## config.mk

```make
export PLATFORM = sky130hd
export DESIGN_NAME = natural_log_series_top
export DESIGN_NICKNAME = d
export VERILOG_FILES = /design/src/rtl/core/nls_pkg.sv /design/src/rtl/core/nls_div.sv /design/src/rtl/core/nls_seq.sv /design/src/rtl/core/natural_log_series_top.sv
export SDC_FILE = /design/constraint.sdc
export NUM_CORES = 2
export LEC_CHECK = 0
export BUFFER_PORTS_ARGS = -buffer_cell sky130_fd_sc_hd__buf_2
export CAP_MARGIN = 10
export CORE_MARGIN = 2
export CORE_UTILIZATION = 60
export DETAILED_ROUTE_END_ITERATION = 7
export PLACE_DENSITY = 0.79
export SLEW_MARGIN = 20
export SYNTH_ARGS = -nofsm -noshare
export SYNTH_HDL_FRONTEND = slang
export SYNTH_SLANG_ARGS = --single-unit
```

## constraint.sdc

```tcl
create_clock -name clk_i -period 23.5 [get_ports clk_i]
set_clock_uncertainty 0.2 [all_clocks]
set_input_delay 0 -clock clk_i [delete_from_list [all_inputs] [get_ports clk_i]]
set_output_delay 0 -clock clk_i [all_outputs]
set_load 0.05 [all_outputs]
```

## src/rtl/core/nls_pkg.sv

```systemverilog
// shared types, constants and codes for the natural log series block
// no dependencies
`timescale 1ns / 1ps

package nls_pkg;

  localparam int NLS_MAX_TERMS      = 4096;
  localparam int NLS_STOP_FRAC_BITS = 24;

  localparam int XW     = 32;  // input argument, Q16.16
  localparam int LNW    = 32;  // result, Q8.24
  localparam int TUW    = 13;  // terms used field
  localparam int STW    = 2;   // status field
  localparam int FRAC   = 30;  // ratio and power fraction bits
  localparam int PROD_W = 2 * FRAC;

  // divider widths: remainder and divisor cover x + 1.0 in Q16.16
  localparam int DVW    = XW + 1;
  localparam int QW     = FRAC + 1;
  localparam int CNTW   = 5;

  localparam logic [XW-1:0] ONE_Q16 = XW'(65536);
  localparam logic [CNTW-1:0] RATIO_STEPS = CNTW'(FRAC);
  localparam logic [CNTW-1:0] TERM_STEPS  = CNTW'(QW);

  typedef enum logic [STW-1:0] {
    ST_OK   = 2'd0,
    ST_ZERO = 2'd1,
    ST_CAP  = 2'd2
  } status_e;

  typedef enum logic [3:0] {
    SEQ_IDLE,
    SEQ_RDIV,
    SEQ_SQR,
    SEQ_R2,
    SEQ_TSTART,
    SEQ_TDIV,
    SEQ_PMUL,
    SEQ_PNEW,
    SEQ_DONE
  } seq_state_e;

  typedef struct packed {
    logic            start;
    logic [CNTW-1:0] steps;
    logic [DVW-1:0]  rem_init;
    logic [QW-1:0]   dividend;
    logic [DVW-1:0]  divisor;
  } div_req_t;

  typedef struct packed {
    logic          done;
    logic [QW-1:0] quot;
  } div_rsp_t;

  typedef struct packed {
    logic [LNW-1:0] ln;
    logic [TUW-1:0] terms;
    status_e        status;
  } seq_res_t;

endpackage

```

## src/rtl/core/nls_div.sv

```systemverilog
// bit-serial restoring divider, one quotient bit per cycle
// depends on nls_pkg
`timescale 1ns / 1ps

module nls_div
  import nls_pkg::*;
(
  input  logic     clk_i,
  input  logic     rst_ni,
  input  div_req_t req_i,
  output div_rsp_t rsp_o
);

  logic            busy_q, busy_d;
  logic            done_q, done_d;
  logic [CNTW-1:0] cnt_q, cnt_d;
  logic [DVW-1:0]  rem_q, rem_d;
  logic [DVW-1:0]  divisor_q, divisor_d;
  logic [QW-1:0]   dvd_q, dvd_d;
  logic [QW-1:0]   quot_q, quot_d;
  logic [DVW:0]    trial;
  logic [DVW:0]    diff;
  logic            fits;

  assign trial = {rem_q, dvd_q[QW-1]};
  assign diff  = trial - {1'b0, divisor_q};
  assign fits  = (trial >= {1'b0, divisor_q});

  always_comb begin
    busy_d    = busy_q;
    done_d    = 1'b0;
    cnt_d     = cnt_q;
    rem_d     = rem_q;
    divisor_d = divisor_q;
    dvd_d     = dvd_q;
    quot_d    = quot_q;
    if (req_i.start) begin
      busy_d    = 1'b1;
      cnt_d     = req_i.steps;
      rem_d     = req_i.rem_init;
      divisor_d = req_i.divisor;
      dvd_d     = req_i.dividend;
      quot_d    = '0;
    end else if (busy_q) begin
      rem_d  = fits ? diff[DVW-1:0] : trial[DVW-1:0];
      dvd_d  = {dvd_q[QW-2:0], 1'b0};
      quot_d = {quot_q[QW-2:0], fits};
      cnt_d  = cnt_q - 1'b1;
      if (cnt_q == CNTW'(1)) begin
        busy_d = 1'b0;
        done_d = 1'b1;
      end
    end
  end

  always_ff @(posedge clk_i or negedge rst_ni) begin
    if (!rst_ni) begin
      busy_q <= 1'b0;
      done_q <= 1'b0;
      cnt_q  <= '0;
    end else begin
      busy_q <= busy_d;
      done_q <= done_d;
      cnt_q  <= cnt_d;
    end
  end

  always_ff @(posedge clk_i) begin
    rem_q     <= rem_d;
    divisor_q <= divisor_d;
    dvd_q     <= dvd_d;
    quot_q    <= quot_d;
  end

  assign rsp_o.done = done_q;
  assign rsp_o.quot = quot_q;

`ifndef NO_ASSERTIONS
  a_start_idle: assert property (@(posedge clk_i) disable iff (!rst_ni)
    req_i.start |-> !busy_q)
    else $error("divider started while busy");

  a_rem_bound: assert property (@(posedge clk_i) disable iff (!rst_ni)
    busy_q |-> (rem_q < divisor_q))
    else $error("partial remainder not below divisor");

  a_done_end: assert property (@(posedge clk_i) disable iff (!rst_ni)
    $fell(busy_q) |-> done_q)
    else $error("divider finished without done pulse");
`endif

endmodule

```

## src/rtl/core/nls_seq.sv

```systemverilog
// sequencer and datapath: ratio, odd powers, term division and the running sum
// depends on nls_pkg and drives the shared nls_div unit
`timescale 1ns / 1ps

module nls_seq
  import nls_pkg::*;
#(
  parameter int MAX_TERMS      = NLS_MAX_TERMS,
  parameter int STOP_FRAC_BITS = NLS_STOP_FRAC_BITS
) (
  input  logic          clk_i,
  input  logic          rst_ni,
  input  logic          start_i,
  input  logic [XW-1:0] x_i,
  output logic          idle_o,
  output logic          res_valid_o,
  input  logic          res_take_i,
  output seq_res_t      res_o,
  output div_req_t      div_req_o,
  input  div_rsp_t      div_rsp_i
);

  localparam int KW  = $clog2(MAX_TERMS + 1);
  localparam int TSH = FRAC - STOP_FRAC_BITS;
  localparam logic [KW-1:0] K_CAP = KW'(MAX_TERMS);

  seq_state_e state_q, state_d;

  logic            neg_q;
  logic [FRAC-1:0] pmag_q;
  logic [FRAC-1:0] r2_q;
  logic [PROD_W-1:0] prod_q, prod_d;
  logic [FRAC-1:0] mul_b;
  logic [LNW-1:0]  sum_q;
  logic [KW-1:0]   k_q;
  logic [KW-1:0]   k_next;
  status_e         status_q;

  logic            x_neg;
  logic [XW-1:0]   x_dist;
  logic [QW-1:0]   tmag;
  logic            negligible;
  logic [LNW-1:0]  t_rnd;
  logic [LNW-1:0]  t24;
  logic [31:0]     k_ext;

  assign x_neg      = (x_i < ONE_Q16);
  assign x_dist     = x_neg ? (ONE_Q16 - x_i) : (x_i - ONE_Q16);
  assign tmag       = div_rsp_i.quot;
  assign negligible = ((tmag >> TSH) == '0);
  assign t_rnd      = LNW'(tmag) + LNW'(32);
  assign t24        = t_rnd >> 6;
  assign k_next     = k_q + 1'b1;
  assign k_ext      = 32'(k_q);

  // shared multiplier: squares r first, then steps the odd power
  assign mul_b  = (state_q == SEQ_SQR) ? pmag_q : r2_q;
  assign prod_d = pmag_q * mul_b;

  always_comb begin
    state_d = state_q;
    unique case (state_q)
      SEQ_IDLE: begin
        if (start_i) state_d = (x_i == '0) ? SEQ_DONE : SEQ_RDIV;
      end
      SEQ_RDIV: begin
        if (div_rsp_i.done) state_d = SEQ_SQR;
      end
      SEQ_SQR:    state_d = SEQ_R2;
      SEQ_R2:     state_d = SEQ_TSTART;
      SEQ_TSTART: state_d = SEQ_TDIV;
      SEQ_TDIV: begin
        if (div_rsp_i.done) begin
          if (negligible || (k_next == K_CAP)) state_d = SEQ_DONE;
          else state_d = SEQ_PMUL;
        end
      end
      SEQ_PMUL:   state_d = SEQ_PNEW;
      SEQ_PNEW:   state_d = SEQ_TSTART;
      SEQ_DONE: begin
        if (res_take_i) state_d = SEQ_IDLE;
      end
      default:    state_d = SEQ_IDLE;
    endcase
  end

  always_comb begin
    div_req_o = '0;
    unique case (state_q)
      SEQ_IDLE: begin
        // r = |x - 1| * 2^30 / (x + 1): remainder starts at |x - 1|
        div_req_o.start    = start_i && (x_i != '0);
        div_req_o.steps    = RATIO_STEPS;
        div_req_o.rem_init = DVW'(x_dist);
        div_req_o.divisor  = DVW'(x_i) + DVW'(ONE_Q16);
      end
      SEQ_TSTART: begin
        div_req_o.start    = 1'b1;
        div_req_o.steps    = TERM_STEPS;
        div_req_o.dividend = {pmag_q, 1'b0};
        div_req_o.divisor  = DVW'({k_q, 1'b1});
      end
      default: div_req_o = '0;
    endcase
  end

  always_ff @(posedge clk_i or negedge rst_ni) begin
    if (!rst_ni) begin
      state_q  <= SEQ_IDLE;
      sum_q    <= '0;
      k_q      <= '0;
      status_q <= ST_OK;
    end else begin
      state_q <= state_d;
      if (state_q == SEQ_IDLE && start_i) begin
        sum_q    <= '0;
        k_q      <= '0;
        status_q <= (x_i == '0) ? ST_ZERO : ST_CAP;
      end
      if (state_q == SEQ_TDIV && div_rsp_i.done) begin
        if (negligible) begin
          status_q <= ST_OK;
        end else begin
          sum_q <= neg_q ? (sum_q - t24) : (sum_q + t24);
          k_q   <= k_next;
        end
      end
    end
  end

  always_ff @(posedge clk_i) begin
    if (state_q == SEQ_IDLE && start_i) neg_q <= x_neg;
    if (state_q == SEQ_RDIV && div_rsp_i.done) pmag_q <= div_rsp_i.quot[FRAC-1:0];
    if (state_q == SEQ_SQR || state_q == SEQ_PMUL) prod_q <= prod_d;
    if (state_q == SEQ_R2) r2_q <= prod_q[PROD_W-1:FRAC];
    if (state_q == SEQ_PNEW) pmag_q <= prod_q[PROD_W-1:FRAC];
  end

  assign idle_o       = (state_q == SEQ_IDLE);
  assign res_valid_o  = (state_q == SEQ_DONE);
  assign res_o.ln     = sum_q;
  assign res_o.terms  = k_ext[TUW-1:0];
  assign res_o.status = status_q;

`ifndef NO_ASSERTIONS
  a_k_cap: assert property (@(posedge clk_i) disable iff (!rst_ni)
    k_q <= K_CAP)
    else $error("term counter passed the cap");
`endif

endmodule

```

## src/rtl/core/natural_log_series_top.sv

```systemverilog
// top level of the natural log series block: handshakes and result register
// depends on nls_pkg, nls_div and nls_seq
`timescale 1ns / 1ps

// Computes ln(x) for an unsigned Q16.16 argument and returns it in signed Q8.24,
// with the count of atanh series terms summed and a status (0 ok, 1 zero argument,
// 2 term cap reached). One transaction is worked on at a time; in_stall_o is high
// from acceptance until the result has been moved into the output register, which
// can still be waiting for the consumer while the next argument is taken. A zero
// argument skips the divider. Otherwise the ratio and every series term, including a
// final negligible one, each take a division on the bit-serial divider, which makes
// one quotient bit per cycle and is shared between the ratio and term divisions.
module natural_log_series_top
  import nls_pkg::*;
#(
  parameter int MAX_TERMS      = NLS_MAX_TERMS,
  parameter int STOP_FRAC_BITS = NLS_STOP_FRAC_BITS
) (
  input  logic                  clk_i,
  input  logic                  rst_ni,
  input  logic                  in_valid_i,
  output logic                  in_stall_o,
  input  logic [XW-1:0]         x_value_i,
  output logic                  out_valid_o,
  input  logic                  out_stall_i,
  output logic signed [LNW-1:0] ln_value_o,
  output logic [TUW-1:0]        terms_used_o,
  output logic [STW-1:0]        status_o
);

  div_req_t div_req;
  div_rsp_t div_rsp;
  seq_res_t seq_res;
  seq_res_t res_q;
  logic     seq_idle;
  logic     res_valid;
  logic     res_take;
  logic     out_valid_q, out_valid_d;

  assign in_stall_o = !seq_idle;
  assign res_take   = !out_valid_q || !out_stall_i;

  nls_seq #(
    .MAX_TERMS      (MAX_TERMS),
    .STOP_FRAC_BITS (STOP_FRAC_BITS)
  ) u_seq (
    .clk_i       (clk_i),
    .rst_ni      (rst_ni),
    .start_i     (in_valid_i),
    .x_i         (x_value_i),
    .idle_o      (seq_idle),
    .res_valid_o (res_valid),
    .res_take_i  (res_take),
    .res_o       (seq_res),
    .div_req_o   (div_req),
    .div_rsp_i   (div_rsp)
  );

  nls_div u_div (
    .clk_i  (clk_i),
    .rst_ni (rst_ni),
    .req_i  (div_req),
    .rsp_o  (div_rsp)
  );

  always_comb begin
    out_valid_d = out_valid_q;
    if (res_valid && res_take) out_valid_d = 1'b1;
    else if (!out_stall_i) out_valid_d = 1'b0;
  end

  always_ff @(posedge clk_i or negedge rst_ni) begin
    if (!rst_ni) begin
      out_valid_q <= 1'b0;
    end else begin
      out_valid_q <= out_valid_d;
    end
  end

  always_ff @(posedge clk_i) begin
    if (res_valid && res_take) res_q <= seq_res;
  end

  assign out_valid_o  = out_valid_q;
  assign ln_value_o   = res_q.ln;
  assign terms_used_o = res_q.terms;
  assign status_o     = res_q.status;

`ifndef NO_ASSERTIONS
  a_busy_after_accept: assert property (@(posedge clk_i) disable iff (!rst_ni)
    (in_valid_i && !in_stall_o) |=> in_stall_o)
    else $error("block ready again right after a transaction");
`endif

endmodule
```

==> out/metrics.csv <==
metric,value,unit
r2r_cells,28,
route.vias.total,35100,
synth_nets,6111,
crit_path_max_fanout,31,
routedWlPerCell,19.9,µm
synth_edf_count,234,
clkTransAtPathRegs,0.07,ns
layout_min_cycle_time,10.75,ns
synth-main-ff-cell,edfxtp_1,
fp.dieW,285,µm
synth.top_cell.area_share,33.1,%
r2r-start,u_seq.state_q[3]$_DFFE_PN0P_,
slowest_delay,0.64,ns
gr-total-overflow,0,
rsz0062_at_grt,false,
place_area,48500,µm²
async_flop_share,18.2,%
postCtsSetupRepairBufs,0,
synthTopCellsByArea,"fa_1, edfxtp_1, ha_1",
clock_sinks,324,
worst_slew_pin_slew,1.13,ns
antenna_found_initial,2,
dp_hpwl,86900,µm
min_from,in_valid_i,
cts_hold_buffers,50,
dr.pass1.iters,6,
ant_nets,0,
worstPathRequired,23.57,ns
synth_cell_type_count,97,
synth.avg_cell_area,9.49,µm²
start_util,60.7,%
cts-root-buf,clkbuf_16,
rows,102,
syn_inst,4975,
dieArea,80900,µm²
die_y,285,µm
grt_pass1_wl,196000,µm
max_cap_viol_count,0,
ys_seq_elements,324,
cts_resized,0,
whs,0.142,ns
slew_violations,0,
tritoncts,done,
yosysTopAreaCell,fa_1,
hold_path.class,primary input to flip-flop,
coreArea,77700,µm²
fin_area,50200,µm²
routed_wl,120000,µm
io_pins,85,
insertion_delay,0.55,ns
io_buffers,84,
synth-seq-area-share,19.3,%
htreeDepth,2,
dpl.cell_count,5892,
final.setup.tns,0,ns
routabilityCongestion,0.943,
cp.arrival,10.82,ns
crit_type,flip-flop to flip-flop,
route.detailed.drc,0,
grt_pass1_vias,37000,
fill_cells,6112,
end_kind,flip-flop,
status,finished clean,
crit_slowest_cell,nand2_1,
fin_crit_sh,45.7,%
cts_buffers,34,
fmax,0.0930,GHz
slew_headroom,24.4,%
grt.total_usage,30.4,%
holdPathStages,4,
ys.warnings.count,0,
drive_gt1_share,6.00,%
syn2layout_area_growth,6.32,%
crit_top_cell,fa_1,
via_per_inst,5.85,
setup_viol,0,
stdcell_count,6006,
clk_path_buf_depth,3,
grt_max_degree,78,
crit_start,u_seq.state_q[3]$_DFFE_PN0P_,
final_nets,6074,
final_hold_viol_count,0,
drt_iter0_drc,3064,
start_kind,flip-flop,
synth_area,47200,µm²
-- registers in the layout, summed over array words and instances, names as in the netlist, 30 cells and up --
register,count
u_seq.r2_q,30
u_seq.prod_q,30
u_div.dvd_q,30
ln_value_o,32
u_seq.sum_q,32
u_div.quot_q,31
u_seq.pmag_q,30
u_div.rem_q,33
u_div.divisor_q,33
-- cell usage in the layout (no fill, tap or decap), types with 34 or more instances in the layout --
cell and n:
inv_1 848, fa_1 781, nand2_1 635, and2_1 435
ha_1 319, edfxtp_1 234, o21ai_0 152, nor2_1 135
a21oi_1 123, nor2b_1 97, xnor2_1 93, xor2_1 88
buf_2 84, buf_4 76, nand3_1 72, mux2i_1 62
dfrtp_1 58, a21o_1 52, dlygate4sd3_1 50, clkbuf_16 38
nor3_1 35, o21a_1 34
-- cell type report --
class                           count  area (µm²)  area share, %
Antenna cell                        2        5.00        0.00997
Clock buffer                       48        1040           2.07
Clock inverter                     14         191          0.381
Inverter                          852        3200           6.37
Multi-Input combinational cell   3516       33800           67.4
Sequential cell                   324        9130           18.2
Tap cell                         1040        1300           2.59
Timing Repair Buffer              210        1490           2.97
-- synth_stat cells (all sizes together) (65+ instances only) --
master / number
and2: 435
fa: 781
nand2: 637
edfxtp: 234
a21oi: 124
mux2i: 65
clkbuf: 249
xnor2: 93
nor2b: 97
nor2: 137
xor2: 88
inv: 850
o21ai: 162
ha: 319
nand3: 74
-- metrics by stage --
step / util [%] / worst slack [ns]
floorplan: - / 14.39
global placement: 62.4 / 13.30
detailed placement: 62.4 / 13.01
CTS: 64.6 / 13.00
global route: 64.6 / 12.40
finish: 64.6 / 12.75
-- cells by family (layout without fill, tap and decap cells) --
kind of cell             Yosys count  after routing  share of synthesized area [%]
adder cells (fa/ha/maj)         1100           1100                           41.6
AO/OA/AOI/OAI                    559            559                           7.64
buffers and inverters           1135           1124                           9.11
AND/OR/NAND/NOR                 1580           1580                           16.9
other                              0              2                              0
multiplexers                      96             96                           2.12
flip-flops                       324            324                           19.3
XOR/XNOR                         181            181                           3.36
-- final timing paths --
path	end	slack (ns)
max reg2reg	u_seq.prod_q[59]$_DFFE_PP_	12.75
min reg2reg	status_o[1]$_DFFE_PP_	0.25
min in group asynchronous	u_seq.sum_q[18]$_DFF_PN0_	0.48
max in group asynchronous	u_div.busy_q$_DFF_PN0_	22.04
min	u_seq.state_q[0]$_DFFE_PN0P_	0.14
max	u_seq.prod_q[59]$_DFFE_PP_	12.75
-- critical path, delay by kind of cell (launching register included) --
family / cells / cell delay, ns
adder cells (fa/ha/maj): 9 / 4.31
AND/OR/NAND/NOR: 7 / 2.60
AO/OA/AOI/OAI: 7 / 2.26
flip-flops: 1 / 0.55
buffers and inverters: 5 / 0.51
-- routing by layer --
layer	global-route usage [%]	vias up	wire, µm
li1	-	15600	-
met1	40.0	17700	46800
met2	50.5	1537	57700
met3	4.63	365	9500
met4	12.5	0	5530
met5	0	-	0
Power is left out: the tool's default activity adds up to more than one toggle a clock period on the data nets, which glitch-free logic cannot reach.
